[src/design/plk_pkg.sv]
`timescale 1ns / 1ps
// ----------------------------------------------------------------------------
// plk_pkg
// Shared types and constants of the per-key window rate limiter.
// ----------------------------------------------------------------------------
package plk_pkg;

  localparam int KEY_W     = 32;
  localparam int ID_W      = 32;
  localparam int TIME_W    = 64;
  localparam int COUNT_W   = 32;
  localparam int ADVICE_W  = 8;
  localparam int CFG_W     = 64;
  localparam int CFG_IDX_W = 2;

  // One table entry: key, window start, count (lowest bits first).
  localparam int ENTRY_W = KEY_W + TIME_W + COUNT_W;

  // Set-index remainder unit: reciprocal product, estimate, correction.
  localparam int MOD_CYCLES = 3;

  localparam int QUEUE_DEPTH = 2;

  localparam int S_TDATA_W = 176;
  localparam int M_TDATA_W = 104;

  localparam int DEF_TABLE_ENTRIES = 256;
  localparam int DEF_TABLE_WAYS    = 4;

  localparam logic [CFG_IDX_W-1:0] REG_ENABLED   = 2'd0;
  localparam logic [CFG_IDX_W-1:0] REG_TARGET    = 2'd1;
  localparam logic [CFG_IDX_W-1:0] REG_WINDOW    = 2'd2;
  localparam logic [CFG_IDX_W-1:0] REG_THRESHOLD = 2'd3;

  localparam logic [ADVICE_W-1:0] RST_TARGET    = 8'd4;
  localparam logic [TIME_W-1:0]   RST_WINDOW    = 64'd1000000000;
  localparam logic [COUNT_W-1:0]  RST_THRESHOLD = 32'd10000;

  typedef struct packed {
    logic                enabled;
    logic [ADVICE_W-1:0] target_advice;
    logic [TIME_W-1:0]   window_length_ns;
    logic [COUNT_W-1:0]  call_threshold;
  } plk_cfg_t;

  typedef struct packed {
    logic               counted;
    logic [KEY_W-1:0]   user_key;
    logic [ID_W-1:0]    process_id;
    logic [ID_W-1:0]    thread_id;
    logic [TIME_W-1:0]  now_ns;
    logic               kill_delivered;
  } plk_item_t;

endpackage

[src/design/plk_queue.sv]
`timescale 1ns / 1ps
// ----------------------------------------------------------------------------
// plk_queue
// Short FIFO between the front and the back of the limiter.
// ----------------------------------------------------------------------------
module plk_queue #(
  parameter int WIDTH = 8
) (
  input  logic             clk,
  input  logic             rst,
  input  logic             push,
  input  logic [WIDTH-1:0] push_data,
  output logic             full,
  input  logic             pop,
  output logic [WIDTH-1:0] head,
  output logic             empty
);
  import plk_pkg::*;

  localparam int PTR_W = QUEUE_DEPTH > 1 ? $clog2(QUEUE_DEPTH) : 1;
  localparam int CNT_W = $clog2(QUEUE_DEPTH + 1);

  logic [WIDTH-1:0] slots [QUEUE_DEPTH];
  logic [PTR_W-1:0] wr_ptr;
  logic [PTR_W-1:0] rd_ptr;
  logic [CNT_W-1:0] fill;

  assign full  = (fill == CNT_W'(QUEUE_DEPTH));
  assign empty = (fill == '0);
  assign head  = slots[rd_ptr];

  always_ff @(posedge clk) begin
    if (push && !full) begin
      slots[wr_ptr] <= push_data;
    end
  end

  always_ff @(posedge clk) begin
    if (rst) begin
      wr_ptr <= '0;
      rd_ptr <= '0;
      fill   <= '0;
    end else begin
      if (push && !full) begin
        wr_ptr <= (wr_ptr == PTR_W'(QUEUE_DEPTH - 1)) ? '0 : wr_ptr + 1'b1;
      end
      if (pop && !empty) begin
        rd_ptr <= (rd_ptr == PTR_W'(QUEUE_DEPTH - 1)) ? '0 : rd_ptr + 1'b1;
      end
      fill <= fill + CNT_W'(push && !full) - CNT_W'(pop && !empty);
    end
  end

endmodule

[config.mk]
export PLATFORM = sky130hd
export DESIGN_NAME = plk_queue
export DESIGN_NICKNAME = d
export VERILOG_FILES = /design/src/design/plk_pkg.sv /design/src/design/plk_queue.sv
export SDC_FILE = /design/constraint.sdc
export NUM_CORES = 1
export LEC_CHECK = 0
export BUFFER_PORTS_ARGS = -buffer_cell sky130_fd_sc_hd__buf_2
export CELL_PAD_IN_SITES_DETAIL_PLACEMENT = 2
export CELL_PAD_IN_SITES_GLOBAL_PLACEMENT = 2
export CORE_UTILIZATION = 25
export CTS_CLUSTER_SIZE = 10
export DETAILED_ROUTE_END_ITERATION = 10
export HOLD_SLACK_MARGIN = 0.03
export PLACE_DENSITY_LB_ADDON = 0.1
export SETUP_SLACK_MARGIN = 0.15
export SYNTH_ARGS = -nofsm -noshare
export SYNTH_HDL_FRONTEND = slang
export SYNTH_SLANG_ARGS = --single-unit
[constraint.sdc]
create_clock -name clk -period 1.57 [get_ports clk]
set_input_delay 0.157 -clock clk [delete_from_list [all_inputs] [get_ports clk]]
set_output_delay 0.157 -clock clk [all_outputs]
set_load 0.03 [all_outputs]
==> flow_metrics.tcl, run 1 <==
set metrics [dict create \
    setup_viol 0 \
    vias_per_cell 4.03 \
    cts_made_buffers 3 \
    critPathMaxFanout 3 \
    hold_viol_final 0 \
    power.density_nw_per_um2 1710 \
    place.gp.congestion 0.621 \
    cts_tree "built" \
    antenna_found_initial 0 \
    vdd_drop_max_v 0.000555 \
    cts.reportedPaths.clkPinSlew_ns 0.12 \
    path_class "flop to flop" \
    avgSynthCellArea_sq_um 15.6 \
    grt_pass1_vias 533 \
    worstPathArrival_ns 1.66 \
    fill_cells 333 \
    ys_types 21 \
    ys_seq_area_frac 0.716 \
    crit_top_cell "ha_4" \
    firstDrtPassIters 2 \
    drive_gt1_frac 0.634 \
    cts-root-buf "clkbuf_4" \
    clk_latency_ns 0.29 \
    yosys_warnings 0 \
    synthesis.area_sq_um 811 \
    synth_edf_count 16 \
    finClkSkew_ns 0.00675 \
    fin_util 0.390 \
    drt-total-wl_um 1560 \
    insertedDiodeCount 0 \
    ys_async_sr_fraction 0 \
    top_level_ports 22 \
    grt_start_max_net_pins 13 \
    syn_nets 66 \
    coreArea_sq_um 3050 \
    dp_cells 117 \
    syn_inst 52 \
    min_period_ns 1.47 \
    ys_top_cells_by_area "edfxtp_1 59%, dfxtp_1 12%, mux2_1 6.9%" \
    worst_pin_slew_ns 0.217 \
    hold_path.class "input port to flop" \
    ant_nets 0 \
    crit_path_max_incr_delay_ns 0.38 \
    cts_max_level 1 \
    synth_compound_area_frac 0.0231 \
    post-route-drc-count 0 \
    final_area_sq_um 1190 \
    vias 508 \
    post_dp_cell_area_sq_um 988 \
    ys.flop_type "edfxtp_1" \
    dp_hpwl_um 1080 \
    critPathTopFamily "adder cells" \
    synth_top_cell_by_area "edfxtp_1" \
    clock.fmax_ghz 0.683 \
    die-area_sq_um 3480 \
    yosys_register_bits 21 \
    nNetsFinal 97 \
    maxCapViolCount 0 \
    synth_simple_gate_area_share 0.0725 \
    path_cells "o21a_4 > ha_4 > inv_2 > ha_4 > xor2_1 > and2_1 > nor3_2" \
    wire_per_inst_um 12.4 \
    cts.sinks 21 \
    die_h_um 59.0 \
    drtIter0Drc 1 \
    critPathLaunchType "flop" \
    grt-ovfl-total 0 \
    initial_utilization 0.266 \
    p_leak_nw 0.484 \
    synth_top_family_by_area "multiplexers" \
    std_cell_rows 20 \
    path_buf_inv 1 \
    die_x_um 59.0 \
    crit_required_ns 1.76 \
    synth_top_area_share 0.593 \
    synthXorXnorAreaFrac 0.0216 \
    grt_pass1_wl_um 2390 \
    critPathSlowestCell "dfxtp_4" \
    gr-usage-all-layers 0.0961 \
    status "finished, final reports clean" \
    synthMuxAreaShare 0.111 \
    maxSlewViolCount 0 \
    placement.io_buffers 21 \
    syn_to_final_growth_pct 46.8 \
    crit_path_end_kind "flop" \
    fin_cells 126 \
    relSlewSlack 0.855 \
    fin_tns_setup_ns 0 \
    final.period_utilization 0.933 \
    clk_path_buf_depth 2 \
    rsz0062_at_grt "yes" \
    synthAdderAreaFrac 0.0309 \
]
flip-flops by register name (all words and copies together) (netlist names), named ones only:
| register | cells |
|---|---|
| wr_ptr | 1 |
| rd_ptr | 1 |
| fill | 2 |
| slots | 16 |
cells in the mapped netlist, types with 2 or more instances:
master	number
nor2_1	4
inv_1	3
edfxtp_1	16
mux2_1	5
dfxtp_1	5
ha_1	2
mux2_2	3
routing by layer:
| layer | share of wire | GRT usage |
|---|---|---|
| met5 | 0 | 0 |
| met3 | 0.046 | 0.0220 |
| met1 | 0.41 | 0.108 |
| met2 | 0.54 | 0.174 |
| met4 | 0.0077 | 0.0408 |
kinds of logic after synthesis:
group                      Yosys count
AOI/OAI and AO/OA                    3
DFF                                 21
adders and majority gates            2
and+or+nand+nor                     11
buffers and inverters                5
muxes                                8
xor gates and xnor gates             2
worst paths after layout:
| path | startpoint | end | slack, ns | depth (start not counted) |
|---|---|---|---|---|
| setup / recovery | fill[1] | fill[1] | 0.10 | 7 |
| hold / removal | push_data[0] | slots[1][0] | 0.04 | 1 |
| setup reg to reg | fill[1] | fill[1] | 0.10 | 7 |
| hold reg to reg | wr_ptr | wr_ptr | 0.53 | 2 |
power by group:
group | total [mW] | internal, mW | switching (mW)
logic | 0.945 | 0.488 | 0.457
clock network | 0.252 | 0.0946 | 0.158
registers | 0.831 | 0.735 | 0.0965
cell type report:
type	instances	area (sq um)	area share
inverter	4	17.5	0.0147
multi-input combinational	26	289	0.243
tap	44	55.1	0.0463
sequential	21	589	0.495
clock inverter	1	5.00	0.00421
clock buffer	3	22.5	0.0189
timing repair buffer	27	211	0.178
placed cells by master (no fill, tap or decap), types with 2 or more instances in the layout:
master and instances:
buf_2 13, buf_4 5, buf_6 7, clkbuf_4 3, dfxtp_1 2, dfxtp_4 2
edfxtp_1 16, ha_4 2, inv_2 2, mux2_4 8, nor2_1 4
timing repair:
action,4_1_cts,5_1_grt
gates cloned,0,0
buffers inserted,4,0
setup endpoints to repair,9,17
pin swaps,2,1
gates resized for setup,13,29
hold endpoints to repair,0,2
hold buffers,0,1
through the flow:
stage	power, mW	hold slack, ns	setup slack, ns
floorplan	1.26	0.221	0.110
finish	2.03	0.0426	0.105
CTS	1.89	0.0336	0.0318
global route	2.17	0.0310	0.0309
global placement	1.47	0.346	0.0638
detailed placement	1.47	0.354	0.0321
worst register-to-register path, cell delays in order, from the launching register on:
cell     delay (ns)
dfxtp_4        0.38
o21a_4         0.21
ha_4           0.25
inv_2          0.03
ha_4           0.14
xor2_1         0.15
and2_1         0.16
nor3_2         0.04
Note: power is estimated with default switching activity, not from simulation.
==> inputs of run 2 (changes only) <==
==> constraint.sdc (replaced) <==
create_clock -name clk -period 1.7 [get_ports clk]
set_input_delay 0.17 -clock clk [delete_from_list [all_inputs] [get_ports clk]]
set_output_delay 0.17 -clock clk [all_outputs]
set_load 0.03 [all_outputs]
==> run 2 against run 1 <==
  * Clock-buffer cell count unchanged
  * Sequential share of layout area increased by 2.2 points
  * Clock power about the same
  * Sequential cell count unchanged
  * Final area decreased by 4.3%
  * Critical path depth unchanged
  * Sequential power decreased by 9.0%
  * Worst hold slack about the same
  * Wire length increased by 6.9%
  * Clock skew decreased by 0.00051 ns
  * Register-to-register slack improved by 0.08 ns
  * Non-clock buffer count increased by 3
  * Critical path type unchanged
  * Highest routed layer unchanged
==> flow_metrics.tcl, run 2 (synthesis results as in run 1) <==
set metrics [dict create \
    critPathMaxFanout 4 \
    worstPathArrival_ns 1.76 \
    path_cells "o21a_4 > ha_4 > inv_2 > ha_4 > xor2_2 > and2_4 > nor3_2" \
    crit_required_ns 1.94 \
    syn_to_final_growth_pct 40.4 \
    finClkSkew_ns 0.00623 \
    route.met3.wl_um 75 \
    r2r_setup_slack_ns 0.18 \
    std_cell_rows 20 \
    insertedDiodeCount 0 \
    cts_max_level 1 \
    status "finished, final reports clean" \
    die-area_sq_um 3480 \
    min_path_cells 1 \
    rsz0062_at_grt "yes" \
    vdd_drop_max_v 0.000496 \
    fin_util 0.373 \
    die_h_um 59.0 \
    post-route-drc-count 0 \
    reg_top3 "slots (16), fill (2)" \
    top_level_ports 22 \
    ant_nets 0 \
    hold_path.class "input port to flop" \
    clock.fmax_ghz 0.659 \
    cts.sinks 21 \
    route.met2.wl_um 924 \
    setup_viol 0 \
    grt_pass1_vias 508 \
    crit_path_end_kind "flop" \
    hold_viol_final 0 \
    maxSlewViolCount 0 \
    fin_tns_setup_ns 0 \
    wl_met1_um 638 \
    gr-usage-all-layers 0.111 \
    cts_made_buffers 3 \
    place.gp.congestion 0.679 \
    critPathSlowestCell "dfxtp_4" \
    critPathLaunchType "flop" \
    crit_top_cell "ha_4" \
    clk_path_buf_depth 2 \
    drt-total-wl_um 1670 \
    r2r_cells 7 \
    antenna_found_initial 0 \
    final_common_cell "buf_2" \
    regMostFlops "slots" \
    grt_pass1_wl_um 2560 \
    vias_per_cell 3.98 \
    cts.reportedPaths.clkPinSlew_ns 0.12 \
    grt-ovfl-total 0 \
    crit_path_max_incr_delay_ns 0.38 \
    maxCapViolCount 0 \
    firstDrtPassIters 3 \
    drtIter0Drc 10 \
    relSlewSlack 0.790 \
    power.density_nw_per_um2 1510 \
    placement.io_buffers 21 \
    die_x_um 59.0 \
    vias 514 \
    worst_pin_slew_ns 0.315 \
    clk_latency_ns 0.31 \
    min_period_ns 1.52 \
    largest_register_ffs 16 \
    maxUsedRoutingLayer "met4" \
    grt_start_max_net_pins 13 \
    p_leak_nw 0.452 \
    cts_tree "built" \
    nNetsFinal 100 \
    dp_hpwl_um 1110 \
    wire_per_inst_um 12.9 \
    final_cell_mix "21 x buf_2, 16 x edfxtp_1, 6 x dlygate4sd3_1" \
    initial_utilization 0.266 \
    final.period_utilization 0.893 \
    cts-root-buf "clkbuf_4" \
    drive_gt1_frac 0.529 \
    coreArea_sq_um 3050 \
    path_class "flop to flop" \
]
run 2: changes by cell type in the layout (fill, tap and decap cells not counted), sizes merged:
| cell | change |
|---|---|
| dlygate4sd3 | +5 |
| buf | -2 |
run 2: final cells by class:
cell class	instances	area, sq um
Clock buffer	3	22.5
Fill cell	326	1910
Tap cell	44	55.1
Inverter	4	15.0
Clock inverter	1	5.00
Multi-Input combinational cell	26	264
Timing Repair Buffer	30	188
Sequential cell	21	589
run 2: what timing repair did:
| action | 4_1_cts | 5_1_grt |
|---|---|---|
| pin swaps | 3 | 3 |
| setup endpoints to repair | 9 | 3 |
| buffers inserted | 2 | 1 |
| hold endpoints to repair | 0 | 11 |
| resized for setup | 9 | 6 |
| hold buffers | 0 | 6 |
run 2: critical path: cells and delay by family (launching register included):
family	cells	cell delay, ns
buffers and inverters	1	0.04
AOI/OAI and AO/OA	1	0.23
adders and majority gates	2	0.41
xor gates and xnor gates	1	0.14
DFF	1	0.38
and+or+nand+nor	2	0.24
run 2: worst paths after layout:
| path | to | from |
|---|---|---|
| worst max-delay path | fill[1] | fill[1] |
| worst min-delay path | slots[1][7] | push_data[7] |
| worst max register to register | fill[1] | fill[1] |
| worst min register to register | wr_ptr | wr_ptr |
run 2: per-layer routing:
metal,track usage,vias up
met1,0.110,251
li1,-,247
met3,0.0505,4
met4,0.0612,0
met2,0.193,12
met5,0,-
run 2: power by group:
group          switching [mW]  internal, mW  leakage [nW]
registers              0.0776         0.678         0.192
clock network           0.161        0.0881        0.0177
logic                   0.406         0.305         0.242
total                   0.644          1.07         0.452
run 2: per-stage QoR:
step                      setup slack [ns]  cell area, sq um  hold slack, ns  total power [mW]  cells
after floorplan                      0.222               811           0.239              1.16     52
after global placement               0.137               966           0.365              1.32    116
after detailed placement             0.102               966           0.368              1.32    116
after CTS                            0.136              1040          0.0362              1.65    122
after global routing                 0.120              1140          0.0309              1.83    129
final                                0.182              1140          0.0430              1.72    129
==> inputs of run 3 (changes only) <==
--- a/config.mk
+++ b/config.mk
@@ -5,12 +5,13 @@
 export SDC_FILE = /design/constraint.sdc
 export NUM_CORES = 1
 export LEC_CHECK = 0
-export BUFFER_PORTS_ARGS = -buffer_cell sky130_fd_sc_hd__buf_2
 export CELL_PAD_IN_SITES_DETAIL_PLACEMENT = 2
 export CELL_PAD_IN_SITES_GLOBAL_PLACEMENT = 2
 export CORE_UTILIZATION = 25
 export CTS_CLUSTER_SIZE = 10
 export DETAILED_ROUTE_END_ITERATION = 10
+export DONT_BUFFER_PORTS = 1
+export GPL_TIMING_DRIVEN = 0
 export HOLD_SLACK_MARGIN = 0.03
 export PLACE_DENSITY_LB_ADDON = 0.1
 export SETUP_SLACK_MARGIN = 0.15
==> run 3 against run 2 <==
  * The run now ends with hold timing left
  * Final area is 8.2% lower
  * Setup slack got worse by 0.00077 ns
  * Non-clock buffer count shrank 18
  * Clock-buffer cell count is 1 higher
  * Global-route usage decreased by 2.6 points
  * Sequential power fell by 4.5%
  * Sequential cell count stayed put
  * Clock power fell by 5%
  * Critical path depth is the same
==> flow_metrics.tcl, run 3 (synthesis results as in run 1) <==
set metrics [dict create \
    post-route-drc-count 0 \
    crit_path_max_incr_delay_ns 0.38 \
    critPathMaxFanout 4 \
    ant_nets 0 \
    coreArea_sq_um 3050 \
    placement.io_buffers 0 \
    cts.reportedPaths.clkPinSlew_ns 0.12 \
    cts_tree "built" \
    status "complete, but fails checks" \
    rsz0062_at_grt "yes" \
    initial_utilization 0.266 \
    crit_required_ns 1.90 \
    maxUsedRoutingLayer "met4" \
    hold_viol_final 5 \
    fin_util 0.342 \
    holdBufCountCts 8 \
    worst_pin_slew_ns 0.541 \
    final_area_sq_um 1040 \
    hold_path.class "input port to flop" \
    critPathLaunchType "flop" \
    p_leak_nw 0.369 \
    dp_hpwl_um 934 \
    die_x_um 59.0 \
    worstPathArrival_ns 1.72 \
    firstDrtPassIters 3 \
    clock.fmax_ghz 0.658 \
    cts-root-buf "clkbuf_4" \
    crit_path_end_kind "flop" \
    min_period_ns 1.52 \
    grt_start_max_net_pins 12 \
    std_cell_rows 20 \
    critPathSlowestCell "dfxtp_4" \
    final_common_cell "edfxtp_1" \
    power.density_nw_per_um2 1530 \
    path_cells "o21a_4 > ha_4 > inv_1 > ha_2 > xor2_2 > and2_1 > nor3_2" \
    r2r_setup_slack_ns 0.18 \
    cts_made_buffers 3 \
    clk_path_buf_depth 2 \
    fill_cells 326 \
    top_level_ports 22 \
    maxCapViolCount 0 \
    largest_register_ffs 16 \
    die-area_sq_um 3480 \
    cts.sinks 21 \
    grt_pass1_vias 456 \
    clk_latency_ns 0.29 \
    wl_met1_um 578 \
    grt_pass1_wl_um 2060 \
    gr-usage-all-layers 0.0858 \
    wire_per_inst_um 12.3 \
    drive_gt1_frac 0.403 \
    syn_to_final_growth_pct 28.9 \
    final.period_utilization 0.893 \
    violations "hold timing" \
    insertedDiodeCount 0 \
    cts_max_level 1 \
    die_h_um 59.0 \
    nNetsFinal 82 \
    finClkSkew_ns 0.00438 \
    relSlewSlack 0.638 \
    drt-total-wl_um 1370 \
    vdd_drop_max_v 0.000461 \
    route.met3.wl_um 49 \
    route.met2.wl_um 725 \
    maxSlewViolCount 0 \
    regMostFlops "slots" \
    p_total_mw 1.60 \
    final_cell_mix "16 x edfxtp_1, 8 x mux2_2, 8 x dlygate4sd3_1" \
    grt-ovfl-total 0 \
    dp_cells 96 \
    fin_tns_setup_ns 0 \
    antenna_found_initial 0 \
    drtIter0Drc 8 \
    post_dp_cell_area_sq_um 866 \
    vias 458 \
    path_class "flop to flop" \
    fin_cells 111 \
    place.gp.congestion 0.606 \
    holdWs_ns -0.0823 \
    vias_per_cell 4.13 \
    reg_top3 "slots (16), fill (2)" \
    setup_viol 0 \
]
run 3: cell types whose count changed in the layout (fill, tap and decap cells not counted), moves of 2 or more:
cell and delta:
dlygate4sd3_1 +2, mux2_1 -5, buf_2 -20, mux2_2 +5
run 3: layout make-up:
| type | count | area, sq um | area share |
|---|---|---|---|
| repair buffers | 11 | 103 | 0.0982 |
| well taps | 44 | 55.1 | 0.0527 |
| inverters | 4 | 18.8 | 0.0180 |
| flip-flops and latches | 21 | 586 | 0.560 |
| plain buffers | 1 | 5.00 | 0.00479 |
| clock buffers | 4 | 26.3 | 0.0251 |
| multi-input cells | 26 | 251 | 0.241 |
run 3: routing by layer:
metal,global-route usage,vias up
met2,0.149,9
li1,-,215
met1,0.0907,232
met3,0.0264,2
met4,0.0510,0
met5,0,-
run 3: worst paths after layout:
check / start / depth (start not counted) / to
setup / recovery: fill[1] / 7 / fill[1]
hold / removal: rst / 1 / fill[0]
setup reg to reg: fill[1] / 7 / fill[1]
hold reg to reg: wr_ptr / 2 / wr_ptr
run 3: timing repair:
action                                  in CTS  in global routing
endpoints found under the hold margin       21                  5
pin swaps                                    1                  2
gates resized for setup                      4                 12
buffers inserted                             2                  1
endpoints found under the setup margin       9                  8
run 3: power by group:
part	switching (mW)	internal (mW)	total, mW
sequential	0.0501	0.672	0.722
combinational	0.395	0.247	0.642
clock	0.146	0.0911	0.237
total	0.591	1.01	1.60
run 3: through the flow:
stage | worst slack, ns | hold slack [ns]
final | 0.181 | -0.0823
after global routing | 0.116 | -0.114
after CTS | 0.137 | -0.0872
after detailed placement | 0.0740 | 0.245
after global placement | 0.0811 | 0.241
after floorplan | 0.222 | 0.239
run 3: worst max-delay path: cells and delay by family, from the launching register on:
family / cells / cell delay (ns)
xor gates and xnor gates: 1 / 0.16
adders and majority gates: 2 / 0.41
and+or+nand+nor: 2 / 0.19
AOI/OAI and AO/OA: 1 / 0.23
DFF: 1 / 0.38
buffers and inverters: 1 / 0.05
