==> src/design/plk_pkg.sv <==
`timescale 1ns / 1ps
// ----------------------------------------------------------------------------
// plk_pkg
// Shared types and constants of the per-key window rate limiter.
// ----------------------------------------------------------------------------
package plk_pkg;

  localparam int KEY_W     = 32;
  localparam int ID_W      = 32;
  localparam int TIME_W    = 64;
  localparam int COUNT_W   = 32;
  localparam int ADVICE_W  = 8;
  localparam int CFG_W     = 64;
  localparam int CFG_IDX_W = 2;

  // One table entry: key, window start, count (lowest bits first).
  localparam int ENTRY_W = KEY_W + TIME_W + COUNT_W;

  // Set-index remainder unit: reciprocal product, estimate, correction.
  localparam int MOD_CYCLES = 3;

  localparam int QUEUE_DEPTH = 2;

  localparam int S_TDATA_W = 176;
  localparam int M_TDATA_W = 104;

  localparam int DEF_TABLE_ENTRIES = 256;
  localparam int DEF_TABLE_WAYS    = 4;

  localparam logic [CFG_IDX_W-1:0] REG_ENABLED   = 2'd0;
  localparam logic [CFG_IDX_W-1:0] REG_TARGET    = 2'd1;
  localparam logic [CFG_IDX_W-1:0] REG_WINDOW    = 2'd2;
  localparam logic [CFG_IDX_W-1:0] REG_THRESHOLD = 2'd3;

  localparam logic [ADVICE_W-1:0] RST_TARGET    = 8'd4;
  localparam logic [TIME_W-1:0]   RST_WINDOW    = 64'd1000000000;
  localparam logic [COUNT_W-1:0]  RST_THRESHOLD = 32'd10000;

  typedef struct packed {
    logic                enabled;
    logic [ADVICE_W-1:0] target_advice;
    logic [TIME_W-1:0]   window_length_ns;
    logic [COUNT_W-1:0]  call_threshold;
  } plk_cfg_t;

  typedef struct packed {
    logic               counted;
    logic [KEY_W-1:0]   user_key;
    logic [ID_W-1:0]    process_id;
    logic [ID_W-1:0]    thread_id;
    logic [TIME_W-1:0]  now_ns;
    logic               kill_delivered;
  } plk_item_t;

endpackage

==> src/design/plk_front.sv <==
`timescale 1ns / 1ps
// ----------------------------------------------------------------------------
// plk_front
// Accept events, classify them and derive the set index of counted ones.
// ----------------------------------------------------------------------------
module plk_front #(
  parameter int NUM_SETS = 64,
  parameter int SET_W    = 6
) (
  input  logic                          clk,
  input  logic                          rst,
  input  plk_pkg::plk_cfg_t             cfg,
  input  logic                          clearing,
  input  logic                          s_tvalid,
  output logic                          s_tready,
  input  logic [plk_pkg::S_TDATA_W-1:0] s_tdata,
  output logic                          push,
  output logic [$bits(plk_pkg::plk_item_t)+SET_W-1:0] push_data,
  input  logic                          full
);
  import plk_pkg::*;

  localparam logic [1:0] F_IDLE = 2'd0;
  localparam logic [1:0] F_MOD  = 2'd1;
  localparam logic [1:0] F_PUSH = 2'd2;

  localparam bit IS_POW2 = (NUM_SETS & (NUM_SETS - 1)) == 0;
  localparam int ITER_W  = MOD_CYCLES > 1 ? $clog2(MOD_CYCLES) : 1;

  // Reciprocal of the set count; the quotient estimate is low by at most one.
  localparam int              RECIP_SH   = KEY_W - 1 + SET_W;
  localparam logic [63:0]     RECIP_FULL = (64'd1 << RECIP_SH) / 64'(NUM_SETS);
  localparam logic [KEY_W-1:0] RECIP     = RECIP_FULL[KEY_W-1:0];

  logic [1:0]         state;
  plk_item_t          item;
  logic [SET_W-1:0]   set_idx;
  logic [SET_W:0]     rem;
  logic [KEY_W-1:0]   key_hold;
  logic [2*KEY_W-1:0] prod;
  logic [KEY_W-1:0]   quot;
  logic [ITER_W-1:0]  iter;
  plk_item_t          in_item;

  assign s_tready  = (state == F_IDLE) && !clearing;
  assign push      = (state == F_PUSH);
  assign push_data = {item, set_idx};
  assign quot      = KEY_W'(prod >> RECIP_SH);

  always_comb begin
    in_item.user_key       = s_tdata[39:8];
    in_item.process_id     = s_tdata[71:40];
    in_item.thread_id      = s_tdata[103:72];
    in_item.now_ns         = s_tdata[167:104];
    in_item.kill_delivered = s_tdata[168];
    in_item.counted        = cfg.enabled && (s_tdata[7:0] == cfg.target_advice);
  end

  always_ff @(posedge clk) begin
    if (s_tvalid && s_tready) begin
      item     <= in_item;
      set_idx  <= SET_W'(in_item.user_key & KEY_W'(NUM_SETS - 1));
      key_hold <= in_item.user_key;
      iter     <= '0;
    end else if (state == F_MOD) begin
      iter <= iter + 1'b1;
      if (iter == ITER_W'(0)) begin
        prod <= (2 * KEY_W)'(key_hold) * (2 * KEY_W)'(RECIP);
      end else if (iter == ITER_W'(1)) begin
        rem <= (SET_W + 1)'(key_hold - KEY_W'(quot * KEY_W'(NUM_SETS)));
      end else begin
        set_idx <= (rem >= (SET_W + 1)'(NUM_SETS)) ?
                   SET_W'(rem - (SET_W + 1)'(NUM_SETS)) : rem[SET_W-1:0];
      end
    end
  end

  always_ff @(posedge clk) begin
    if (rst) begin
      state <= F_IDLE;
    end else begin
      case (state)
        F_IDLE: begin
          if (s_tvalid && s_tready) begin
            state <= (in_item.counted && !IS_POW2) ? F_MOD : F_PUSH;
          end
        end
        F_MOD: begin
          if (iter == ITER_W'(MOD_CYCLES - 1)) begin
            state <= F_PUSH;
          end
        end
        F_PUSH: begin
          if (!full) begin
            state <= F_IDLE;
          end
        end
        default: state <= F_IDLE;
      endcase
    end
  end

endmodule

==> config.mk <==
export PLATFORM = sky130hd
export DESIGN_NAME = plk_front
export DESIGN_NICKNAME = d
export VERILOG_FILES = /design/src/design/plk_pkg.sv /design/src/design/plk_front.sv
export SDC_FILE = /design/constraint.sdc
export NUM_CORES = 1
export LEC_CHECK = 0
export BUFFER_PORTS_ARGS = -buffer_cell sky130_fd_sc_hd__buf_2
export CORE_AREA = 2 2 175 177
export DETAILED_ROUTE_END_ITERATION = 7
export DIE_AREA = 0 0 177 179
export SETUP_SLACK_MARGIN = 0.2
export SYNTH_ARGS = -nofsm -noshare
export SYNTH_HDL_FRONTEND = slang
export SYNTH_SLANG_ARGS = --single-unit
==> constraint.sdc <==
create_clock -name clk -period 6.83 [get_ports clk]
set_input_delay 0.683 -clock clk [delete_from_list [all_inputs] [get_ports clk]]
set_output_delay 0.683 -clock clk [all_outputs]
set_load 0.02 [all_outputs]
==> results of run 1 <==
[power groups by stage]
stage,registers [uW],clock network (uW),logic (uW)
finish,1160,997,180
global route,1170,1080,194
CTS,1160,1040,184
detailed placement,1190,0,184
global placement,1180,0,180
floorplan,1250,0,25.4
[layout make-up]
type,instances,area [sq um],share of cell area [%]
Sequential cell,163,4880,61.9
Timing Repair Buffer,353,1780,22.6
Tap cell,396,495,6.28
Clock buffer,19,433,5.49
Clock inverter,12,164,2.08
Multi-Input combinational cell,16,126,1.60
Antenna cell,1,2.50,0.0317
[Yosys cell counts (all sizes together)]
library cell,n,share of area (%)
nand2,1,0.074
nor3b,1,0.25
nor3,1,0.20
edfxtp,162,96
nand4,1,0.12
buf,6,0.89
nor2,2,0.15
a21oi,1,0.099
xnor2,8,1.4
nand3,1,0.099
dfxtp,1,0.40
[routing by layer]
metal / GRT usage, % / up-vias / routed length [um]
met1: 9.23 / 1500 / 5340
met2: 16.0 / 194 / 7960
met3: 4.41 / 15 / 1440
li1: - / 1466 / -
met4: 3.82 / 4 / 159
met5: 0 / - / 27
[worst reg2reg max path: stages, from the launching register on]
cell,delay [ns]
sky130_fd_sc_hd__dfxtp_1,0.35
sky130_fd_sc_hd__nor3b_4,0.24
sky130_fd_sc_hd__buf_12,0.59
[flip-flops by register name, indices dropped and copies added (netlist names)]
signal     count
push_data    130
key_hold      27
set_idx        5
state          1
[cell usage in the layout, fill, tap and decap left out, drive strengths merged]
master	instances
nand2	1
xnor2	8
clkbuf	19
clkinv	6
diode	1
a21oi	1
nor2	2
bufinv	4
nor3b	1
nor3	1
nand3	1
buf	353
clkinvlp	2
nand4	1
dfxtp	1
edfxtp	162
[logic make-up (layout without fill, tap and decap cells)]
logic type | count (synthesis) | count (layout)
flip-flops | 163 | 163
XOR/XNOR | 8 | 8
AND/OR/NAND/NOR | 7 | 7
buffers and inverters | 6 | 384
AO/OA/AOI/OAI | 1 | 1
other | 0 | 1
[worst paths after layout]
path,cells after the start,endpoint,start
worst max-delay path,2,push_data[7],state[1]
worst min-delay path,2,state[1],rst
worst max register to register,2,push_data[7],state[1]
worst min register to register,2,state[1],state[1]
[metrics by stage]
stage / total power [uW] / cells
floorplan: 1270 / 185
global placement: 1360 / 928
detailed placement: 1370 / 928
CTS: 2390 / 959
global route: 2440 / 959
finish: 2340 / 960
==> impl_metrics.sql, run 1 <==
INSERT INTO impl_metrics (metric_group, metric, value, unit) VALUES
('synth', 'synth.avg_cell_area', '27.3', 'sq um'),
('placement', 'finalWeightedCongestion', '0.723', ''),
('power_and_ir_drop', 'clkPwrFrac', '42.6', '%'),
('routing', 'antenna_violating_nets_post_route', '0', ''),
('sta', 'finalSetupViolCount', '0', ''),
('routing', 'drc', '0', ''),
('synth', 'synth_cell_types', '11', ''),
('sta', 'min_period_over_period', '26.5', '%'),
('hold_path', 'min_path_type', 'in -> reg', ''),
('sta', 'worst_slew_margin_rel', '35.0', '%'),
('final_layout', 'flow.area_growth_from_synthesis', '56.2', '%'),
('synth', 'synth_compound_gate_area_share', '0.0991', '%'),
('clocking', 'root_buffer', 'sky130_fd_sc_hd__clkbuf_16', ''),
('final_layout', 'layout.cell_area.non_filler', '7890', 'sq um'),
('power_and_ir_drop', 'power.share.sequential', '49.7', '%'),
('floorplan', 'pin_count', '456', ''),
('global_routing', 'grt_first_pass_wirelength', '20100', 'um'),
('worst_setup_path', 'critical_path_class', 'reg -> reg', ''),
('synth', 'mappedNetlistNets', '471', ''),
('worst_setup_path', 'critical-path-top-delay-family', 'buffers and inverters', ''),
('placement', 'worst_slack_placed', '4.67', 'ns'),
('worst_setup_path', 'critical-path-slowest-cell', 'sky130_fd_sc_hd__buf_12', ''),
('synth', 'synth_seq_cells', '163', ''),
('worst_setup_path', 'cp-end-kind', 'register', ''),
('worst_setup_path', 'data_required_time_at_the_worst_endpoint', '6.87', 'ns'),
('floorplan', 'initial_utilization', '16.8', '%'),
('clocking', 'clock_transition_at_the_register_clock_pins_on_the_worst_setup_and_hold_paths_after_cts', '0.06', 'ns'),
('clocking', 'cts_buffer_depth', '2', ''),
('sta', 'max_freq', '552', 'MHz'),
('clocking', 'tritoncts_clock_tree', 'done', ''),
('synth', 'synth_xor_area_share', '1.39', '%'),
('synth', 'synthCells', '185', ''),
('sta', 'grt_setup_unrepaired', 'false', ''),
('final_layout', 'finalNetCount', '837', ''),
('worst_setup_path', 'timing.critical_path.cells', 'nor3b_4 -> buf_12', ''),
('routing', 'drt-wirelength-per-cell', '15.5', 'um'),
('power_and_ir_drop', 'power.ir.vdd_worst', '0.127', 'mV'),
('global_routing', 'grt_start_max_net_pins', '164', ''),
('synth', 'synth_adder_area_share', '0', '%'),
('sta', 'worstMarginPinSlew', '0.975', 'ns'),
('synth', 'synth.yosys.warnings', '0', ''),
('synth', 'mappedNetlistArea', '5050', 'sq um'),
('clocking', 'cts_inserted_buffers', '17', ''),
('sta', 'hold_viol_final', '0', ''),
('global_routing', 'grt_antenna_before_repair', '3', ''),
('floorplan', 'die_width', '177', 'um'),
('routing', 'number_of_drc_markers_after_the_initial_detailed_route_iteration', '120', ''),
('floorplan', 'core-area', '30000', 'sq um'),
('clocking', 'insertion_delay', '0.42', 'ns'),
('worst_setup_path', 'worstPathBufferInverterCount', '1', ''),
('final_layout', 'finalCoreUtilization', '26.3', '%'),
('final_layout', 'post_route_cells_drive_above_1_share', '67.5', '%'),
('routing', 'drt_first_pass_iters', '4', ''),
('global_routing', 'grt_pass1_vias', '3268', ''),
('synth', 'synth_top_family_by_area', 'XOR/XNOR gates', ''),
('synth', 'synth_simple_gate_area_share', '0.892', '%'),
('clocking', 'cts_htree_levels', '4', ''),
('sta', 'final.hold.worst_slack', '0.424', 'ns'),
('worst_setup_path', 'setup.reg_to_reg.worst_slack', '5.02', 'ns'),
('global_routing', 'grt_usage', '9.11', '%'),
('global_routing', 'global_route.overflow_total', '0', ''),
('power_and_ir_drop', 'cellPowerDensity', '297', 'nW/um^2'),
('worst_setup_path', 'critical_path.max_fanout', '163', ''),
('run', 'max_cap_violations', '0', ''),
('floorplan', 'floorplan.rows', '64', ''),
('status', 'run_status', 'complete, no violations', ''),
('power_and_ir_drop', 'power_report.internal_total', '1830', 'uW'),
('sta', 'skew', '0.00637', 'ns'),
('sta', 'fin_setup_tns', '0', 'ns'),
('sta', 'slew_violations', '0', ''),
('clocking', 'cts_repair_resize_count', '0', '');
No activity file was read; power rests on OpenSTA's default activity.
==> inputs of run 2 (changes only) <==
--- a/config.mk
+++ b/config.mk
@@ -5,10 +5,11 @@
 export SDC_FILE = /design/constraint.sdc
 export NUM_CORES = 1
 export LEC_CHECK = 0
+export ABC_AREA = 1
 export BUFFER_PORTS_ARGS = -buffer_cell sky130_fd_sc_hd__buf_2
-export CORE_AREA = 2 2 175 177
+export CORE_AREA = 2 2 178 180
 export DETAILED_ROUTE_END_ITERATION = 7
-export DIE_AREA = 0 0 177 179
+export DIE_AREA = 0 0 180 182
 export SETUP_SLACK_MARGIN = 0.2
 export SYNTH_ARGS = -nofsm -noshare
 export SYNTH_HDL_FRONTEND = slang
==> constraint.sdc (replaced) <==
create_clock -name clk -period 1.6 [get_ports clk]
set_input_delay 0.16 -clock clk [delete_from_list [all_inputs] [get_ports clk]]
set_output_delay 0.16 -clock clk [all_outputs]
set_load 0.02 [all_outputs]
==> run 2 against run 1 <==
Critical path depth is 3 higher; core utilization is 5.2 points higher; synthesized cell count is 13% higher; maximum frequency is 33% higher; total power grew to 4.3 times the previous value; largest cell class unchanged; register-to-register slack worse by 4.8 ns.
==> impl_metrics.sql, run 2 <==
INSERT INTO impl_metrics (metric_group, metric, value, unit) VALUES
('clocking', 'clock_transition_at_the_register_clock_pins_on_the_worst_setup_and_hold_paths_after_cts', '0.07', 'ns'),
('placement', 'finalWeightedCongestion', '0.733', ''),
('clocking', 'root_buffer', 'sky130_fd_sc_hd__clkbuf_16', ''),
('placement', 'io_port_bufs', '352', ''),
('worst_setup_path', 'critical_path.max_fanout', '17', ''),
('final_layout', 'num-fill-cells', '3044', ''),
('global_routing', 'grt_pass1_vias', '4296', ''),
('worst_setup_path', 'setup.worst_path.start_class', 'register', ''),
('worst_setup_path', 'cp.arrival', '1.49', 'ns'),
('clocking', 'tritoncts_clock_tree', 'done', ''),
('floorplan', 'floorplan.rows', '65', ''),
('floorplan', 'die_width', '180', 'um'),
('clocking', 'cts_htree_levels', '4', ''),
('synth', 'mappedNetlistArea', '5100', 'sq um'),
('run', 'max_cap_violations', '0', ''),
('power_and_ir_drop', 'power.ir.vdd_worst', '0.583', 'mV'),
('floorplan', 'die_h', '182', 'um'),
('final_layout', 'finalNetCount', '1040', ''),
('routing', 'drt_first_pass_iters', '4', ''),
('sta', 'min_period_over_period', '85.3', '%'),
('synth', 'yosysTopAreaCellShare', '95.3', '%'),
('synth', 'synth.area.top_cells', 'sky130_fd_sc_hd__edfxtp_1 (95%), sky130_fd_sc_hd__nand2_1 (1.3%), sky130_fd_sc_hd__buf_4 (0.88%), sky130_fd_sc_hd__inv_1 (0.66%), sky130_fd_sc_hd__dfxtp_1 (0.39%)', ''),
('routing', 'route.vias.total', '3961', ''),
('clocking', 'cts_buffer_depth', '2', ''),
('worst_setup_path', 'cp-end-kind', 'register', ''),
('final_layout', 'largest_register_ffs', '130', ''),
('final_layout', 'top_library_cells_by_usage_in_the_layout_fill_and_taps_aside', 'sky130_fd_sc_hd__buf_2 (352), sky130_fd_sc_hd__dlygate4sd3_1 (163), sky130_fd_sc_hd__edfxtp_1 (162), sky130_fd_sc_hd__clkbuf_16 (18), sky130_fd_sc_hd__nand2_1 (16)', ''),
('synth', 'synth.most_common_cell', 'sky130_fd_sc_hd__edfxtp_1', ''),
('worst_setup_path', 'data_required_time_at_the_worst_endpoint', '1.73', 'ns'),
('placement', 'hpwlAfterDp', '11300', 'um'),
('placement', 'total_cell_area_at_the_placement_stage', '7480', 'sq um'),
('floorplan', 'initial_utilization', '16.5', '%'),
('sta', 'skew', '0.00914', 'ns'),
('routing', 'drc', '0', ''),
('floorplan', 'core-area', '31000', 'sq um'),
('synth', 'async_set_reset_flop_share_out_of_synthesis', '0', '%'),
('floorplan', 'dieArea', '32800', 'sq um'),
('routing', 'routed_wirelength', '16100', 'um'),
('final_layout', 'most_frequent_standard_cell_in_the_layout_excluding_fill_and_tap_cells', 'sky130_fd_sc_hd__buf_2', ''),
('synth', 'synthCells', '209', ''),
('synth', 'synth_top_flop_cell', 'sky130_fd_sc_hd__edfxtp_1', ''),
('sta', 'finalSetupViolCount', '0', ''),
('synth', 'netlist_top_cells_count', 'sky130_fd_sc_hd__edfxtp_1 (162), sky130_fd_sc_hd__nand2_1 (17), sky130_fd_sc_hd__inv_1 (9)', ''),
('final_layout', 'layout.cell_area.non_filler', '9740', 'sq um'),
('sta', 'slew_violations', '0', ''),
('sta', 'hold_viol_final', '0', ''),
('synth', 'mappedNetlistNets', '495', ''),
('floorplan', 'pin_count', '456', ''),
('clocking', 'clkSinkCount', '163', ''),
('synth', 'number_of_enable_type_register_cells_in_the_synthesized_netlist', '162', ''),
('sta', 'worst_slew_margin_rel', '76.6', '%'),
('global_routing', 'grt_start_max_net_pins', '63', ''),
('routing', 'dr_vias_cell', '3.39', ''),
('synth', 'yosys.area.top_type', 'sky130_fd_sc_hd__edfxtp_1', ''),
('synth', 'synth.avg_cell_area', '24.4', 'sq um'),
('sta', 'grt_setup_unrepaired', 'true', ''),
('status', 'run_status', 'complete, no violations', ''),
('sta', 'worstMarginPinSlew', '0.352', 'ns'),
('global_routing', 'grt_usage', '9.60', '%'),
('synth', 'seq_area_frac_synth', '95.7', '%'),
('synth', 'synth_cell_types', '12', ''),
('routing', 'drt-wirelength-per-cell', '13.8', 'um'),
('power_and_ir_drop', 'design_power_total', '10000', 'uW'),
('clocking', 'insertion_delay', '0.42', 'ns'),
('global_routing', 'grt_antenna_before_repair', '1', ''),
('power_and_ir_drop', 'cellPowerDensity', '1030', 'nW/um^2'),
('synth', 'synth_seq_cells', '163', ''),
('hold_path', 'min_path_type', 'in -> reg', ''),
('routing', 'antenna_violating_nets_post_route', '0', ''),
('final_layout', 'post_route_cells_drive_above_1_share', '52.5', '%'),
('final_layout', 'flow.area_growth_from_synthesis', '90.9', '%'),
('global_routing', 'global_route.overflow_total', '0', ''),
('synth', 'synth.yosys.warnings', '0', ''),
('sta', 'period_needed', '1.36', 'ns'),
('worst_setup_path', 'critical_path_class', 'reg -> reg', ''),
('sta', 'max_freq', '733', 'MHz'),
('global_routing', 'grt_first_pass_wirelength', '23400', 'um'),
('sta', 'final.hold.worst_slack', '0.184', 'ns'),
('clocking', 'cts_inserted_buffers', '17', ''),
('routing', 'number_of_drc_markers_after_the_initial_detailed_route_iteration', '112', ''),
('power_and_ir_drop', 'cellLeakagePower', '0.00409', 'uW');
[run 2: power breakdown]
part	internal (uW)	switching (uW)	total (uW)
clock	2280	1640	3920
combinational	599	561	1160
sequential	4920	47.6	4970
[run 2: repair_timing]
action,4_1_cts,5_1_grt
hold buffers,163,0
endpoints found under the setup margin,30,83
setup buffers,0,4
gates cloned,0,1
hold endpoints to repair,162,0
gates resized for setup,1,2
[run 2: per-layer routing]
layer / global-route usage (%) / share of wire, % / vias to the layer above
li1: - / - / 1887
met4: 5.07 / 2.4 / 0
met5: 0 / 0 / -
met3: 3.35 / 7.0 / 24
met1: 10.0 / 38 / 1840
met2: 17.0 / 52 / 210
[run 2: area by class of cell]
type	instances	area, sq um	share of cell area, %
antenna	1	2.50	0.0257
clock buffer	21	440	4.52
clock inverter	11	115	1.18
inverter	11	45.0	0.462
multi-input combinational	29	141	1.45
sequential	163	4890	50.2
tap	402	503	5.16
timing repair buffer	532	3610	37.0
[run 2: path summary, 6_finish.rpt]
check / from / cells after the start / slack, ns / to
max: state[1] / 5 / 0.24 / push_data[36]
min: s_tdata[4] / 4 / 0.18 / push_data[167]
max reg2reg: state[1] / 5 / 0.24 / push_data[36]
min reg2reg: state[1] / 4 / 1.01 / push_data[24]
[run 2: logic make-up (layout without fill, tap and decap cells)]
| kind of cell | after synthesis | after routing | share of synthesized area (%) |
|---|---|---|---|
| AND/OR/NAND/NOR | 25 | 25 | 2.03 |
| AO/OA/AOI/OAI | 2 | 2 | 0.245 |
| XOR/XNOR | 2 | 2 | 0.343 |
| flip-flops | 163 | 163 | 95.7 |
| other | 0 | 1 | 0 |
| buffers and inverters | 17 | 575 | 1.69 |
[run 2: metrics by stage]
step           utilization, %  setup TNS [ns]  std cells  setup slack, ns
6_report                 31.4               0       1170            0.236
5_1_grt                  31.4               0       1170            0.172
4_1_cts                  31.2               0       1164            0.198
3_5_place_dp             24.1               0        969            0.214
3_3_place_gp             24.1               0        969            0.235
2_1_floorplan               -         -278.59        209            -1.72
[run 2: critical path, cell delays in order (launching register included)]
cell                         delay, ns
sky130_fd_sc_hd__dfxtp_4          0.36
sky130_fd_sc_hd__nor2_4           0.11
sky130_fd_sc_hd__nand2_2          0.08
sky130_fd_sc_hd__clkinvlp_4       0.13
sky130_fd_sc_hd__buf_12           0.18
sky130_fd_sc_hd__clkbuf_16        0.20
==> inputs of run 3 (changes only) <==
--- a/config.mk
+++ b/config.mk
@@ -5,11 +5,10 @@
 export SDC_FILE = /design/constraint.sdc
 export NUM_CORES = 1
 export LEC_CHECK = 0
-export ABC_AREA = 1
 export BUFFER_PORTS_ARGS = -buffer_cell sky130_fd_sc_hd__buf_2
-export CORE_AREA = 2 2 178 180
+export CORE_AREA = 2 2 175 177
 export DETAILED_ROUTE_END_ITERATION = 7
-export DIE_AREA = 0 0 180 182
+export DIE_AREA = 0 0 177 179
 export SETUP_SLACK_MARGIN = 0.2
 export SYNTH_ARGS = -nofsm -noshare
 export SYNTH_HDL_FRONTEND = slang
==> run 3 against run 2 <==
Worst setup slack improved by 0.032 ns; clock skew fell by 0.0025 ns; clock power barely moved; sequential cell count did not move; clock-buffer cell count fell by 1; maximum frequency rose by 2.4%; wire length rose by 5.3%; sequential share of layout area rose by 0.68 points; worst hold slack got worse by 0.083 ns; total power fell by 0.18%; die area fell by 3.3%; critical endpoint is now push_data[60].
==> impl_metrics.sql, run 3 (same netlist as run 1, synthesis figures left out) <==
INSERT INTO impl_metrics (metric_group, metric, value, unit) VALUES
('routing', 'drt-wirelength-per-cell', '15.0', 'um'),
('status', 'run_status', 'complete, no violations', ''),
('clocking', 'insertion_delay', '0.42', 'ns'),
('sta', 'worst_slew_margin_rel', '79.6', '%'),
('clocking', 'clkSinkCount', '163', ''),
('worst_setup_path', 'cp-end-kind', 'register', ''),
('routing', 'antenna_violating_nets_post_route', '0', ''),
('power_and_ir_drop', 'power.ir.vdd_worst', '0.557', 'mV'),
('power_and_ir_drop', 'clkPwrFrac', '39.1', '%'),
('clocking', 'tritoncts_clock_tree', 'done', ''),
('sta', 'period_needed', '1.33', 'ns'),
('sta', 'max_freq', '751', 'MHz'),
('run', 'max_cap_violations', '0', ''),
('power_and_ir_drop', 'cellLeakagePower', '0.00396', 'uW'),
('clocking', 'root_buffer', 'sky130_fd_sc_hd__clkbuf_16', ''),
('power_and_ir_drop', 'combinational_fraction_of_design_power', '11.4', '%'),
('routing', 'dr_vias_cell', '3.43', ''),
('final_layout', 'finalNetCount', '1011', ''),
('floorplan', 'initial_utilization', '16.8', '%'),
('power_and_ir_drop', 'total_switching_power', '2250', 'uW'),
('sta', 'finalSetupViolCount', '0', ''),
('final_layout', 'post_layout_nonfiller_instances', '1134', ''),
('worst_setup_path', 'worstSetupStartpoint', 'state[1]', ''),
('routing', 'routed_wirelength', '17000', 'um'),
('routing', 'drt_first_pass_iters', '4', ''),
('global_routing', 'global_route.overflow_total', '0', ''),
('routing', 'drc', '0', ''),
('global_routing', 'grt_pass1_vias', '4040', ''),
('global_routing', 'grt_first_pass_wirelength', '23600', 'um'),
('worst_setup_path', 'worst_setup_path_endpoint', 'push_data[60]', ''),
('floorplan', 'pin_count', '456', ''),
('clocking', 'cts_inserted_buffers', '17', ''),
('clocking', 'clock_transition_at_the_register_clock_pins_on_the_worst_setup_and_hold_paths_after_cts', '0.07', 'ns'),
('placement', 'io_port_bufs', '352', ''),
('floorplan', 'dieArea', '31700', 'sq um'),
('clocking', 'cts_buffer_depth', '2', ''),
('routing', 'number_of_drc_markers_after_the_initial_detailed_route_iteration', '104', ''),
('placement', 'finalWeightedCongestion', '0.708', ''),
('sta', 'worstMarginPinSlew', '0.303', 'ns'),
('final_layout', 'multiInputGateArea', '126', 'sq um'),
('floorplan', 'die_h', '179', 'um'),
('worst_setup_path', 'setup.worst_path.start_class', 'register', ''),
('final_layout', 'flow.area_growth_from_synthesis', '90.4', '%'),
('global_routing', 'grt_usage', '10.4', '%'),
('sta', 'slew_violations', '0', ''),
('sta', 'min_period_over_period', '83.2', '%'),
('final_layout', 'post_route_cells_drive_above_1_share', '53.3', '%'),
('final_layout', 'largest_register_ffs', '130', ''),
('placement', 'dp_cells', '937', ''),
('worst_setup_path', 'critical_path.max_fanout', '43', ''),
('worst_setup_path', 'setup.reg_to_reg.worst_slack', '0.27', 'ns'),
('sta', 'grt_setup_unrepaired', 'false', ''),
('global_routing', 'grt_start_max_net_pins', '44', ''),
('final_layout', 'register_area', '4890', 'sq um'),
('power_and_ir_drop', 'power_report.internal_total', '7780', 'uW'),
('power_and_ir_drop', 'power.switching_fraction', '22.5', '%'),
('sta', 'skew', '0.00661', 'ns'),
('floorplan', 'floorplan.rows', '64', ''),
('global_routing', 'grt_antenna_before_repair', '1', ''),
('routing', 'route.vias.total', '3884', ''),
('clocking', 'cts_htree_levels', '4', ''),
('floorplan', 'core-area', '30000', 'sq um'),
('final_layout', 'num-fill-cells', '2966', ''),
('floorplan', 'die_width', '177', 'um'),
('placement', 'hpwlAfterDp', '12500', 'um'),
('final_layout', 'most_frequent_standard_cell_in_the_layout_excluding_fill_and_tap_cells', 'sky130_fd_sc_hd__buf_2', ''),
('final_layout', 'finalCoreUtilization', '32.0', '%'),
('power_and_ir_drop', 'power.share.sequential', '49.5', '%'),
('worst_setup_path', 'data_required_time_at_the_worst_endpoint', '1.71', 'ns'),
('hold_path', 'min_path_type', 'in -> reg', ''),
('power_and_ir_drop', 'cellPowerDensity', '1040', 'nW/um^2'),
('worst_setup_path', 'critical_path_class', 'reg -> reg', ''),
('worst_setup_path', 'cp.arrival', '1.44', 'ns'),
('sta', 'hold_viol_final', '0', ''),
('worst_setup_path', 'r2r_start', 'state[1]', ''),
('worst_setup_path', 'crit-reg2reg-capture', 'push_data[60]', ''),
('final_layout', 'top_library_cells_by_usage_in_the_layout_fill_and_taps_aside', 'sky130_fd_sc_hd__buf_2 (352), sky130_fd_sc_hd__dlygate4sd3_1 (163), sky130_fd_sc_hd__edfxtp_1 (162), sky130_fd_sc_hd__clkbuf_16 (17), sky130_fd_sc_hd__xnor2_1 (8)', ''),
('worst_setup_path', 'worst-r2r-cell-count', '3', '');
[run 3: critical path: stages (launching register included)]
cell	delay [ns]
sky130_fd_sc_hd__dfxtp_4	0.36
sky130_fd_sc_hd__nor3b_4	0.24
sky130_fd_sc_hd__buf_4	0.16
sky130_fd_sc_hd__buf_12	0.22
[run 3: area by class of cell]
| type | count | area share [%] |
|---|---|---|
| clock inverters | 11 | 1.18 |
| well taps | 396 | 5.15 |
| clock buffers | 20 | 4.54 |
| diodes | 1 | 0.0260 |
| repair buffers | 527 | 36.9 |
| flip-flops and latches | 163 | 50.9 |
| multi-input cells | 16 | 1.31 |
[run 3: what timing repair did]
item                                   in CTS  in global routing
setup endpoints to repair                  73                 85
gates resized for setup                     1                  0
pin swaps                                   1                  1
setup buffers                               1                  1
endpoints found under the hold margin     162                  0
hold buffers                              163                  0
[run 3: layer usage]
metal	vias to the layer above	share of wire [%]	track usage, %
li1	1816	-	-
met1	1846	39	11.4
met2	214	52	18.4
met3	8	8.4	3.92
met4	0	0.95	3.62
met5	-	0	0
[run 3: worst min-delay path by stage]
stage / from / end / slack [ns] / cells after the start
2_1_floorplan: rst / state[1] / 0.22 / 1
3_3_place_gp: rst / state[1] / 0.32 / 2
3_5_place_dp: rst / state[1] / 0.32 / 2
4_1_cts: cfg[104] / push_data[167] / 0.07 / 3
5_1_grt: cfg[104] / push_data[167] / 0.11 / 3
6_report: cfg[104] / push_data[167] / 0.10 / 3
[run 3: power groups by stage]
| stage | sequential [uW] | combinational (uW) | clock, uW |
|---|---|---|---|
| finish | 4970 | 1140 | 3920 |
| global route | 4980 | 1230 | 4240 |
| CTS | 4970 | 1150 | 4080 |
| detailed placement | 5060 | 830 | 0 |
| global placement | 5050 | 813 | 0 |
| floorplan | 5310 | 109 | 0 |
[run 3: metrics by stage]
stage	setup slack [ns]	total power [uW]	instance area [sq um]	hold slack [ns]	TNS, ns
after floorplan	-3.32	5420	5060	0.223	-541.17
after detailed placement	0.178	5890	7410	0.323	0
after CTS	0.186	10200	9600	0.0707	0
after global placement	0.191	5870	7410	0.315	0
final	0.268	10000	9610	0.101	0
after global routing	0.201	10500	9610	0.110	0
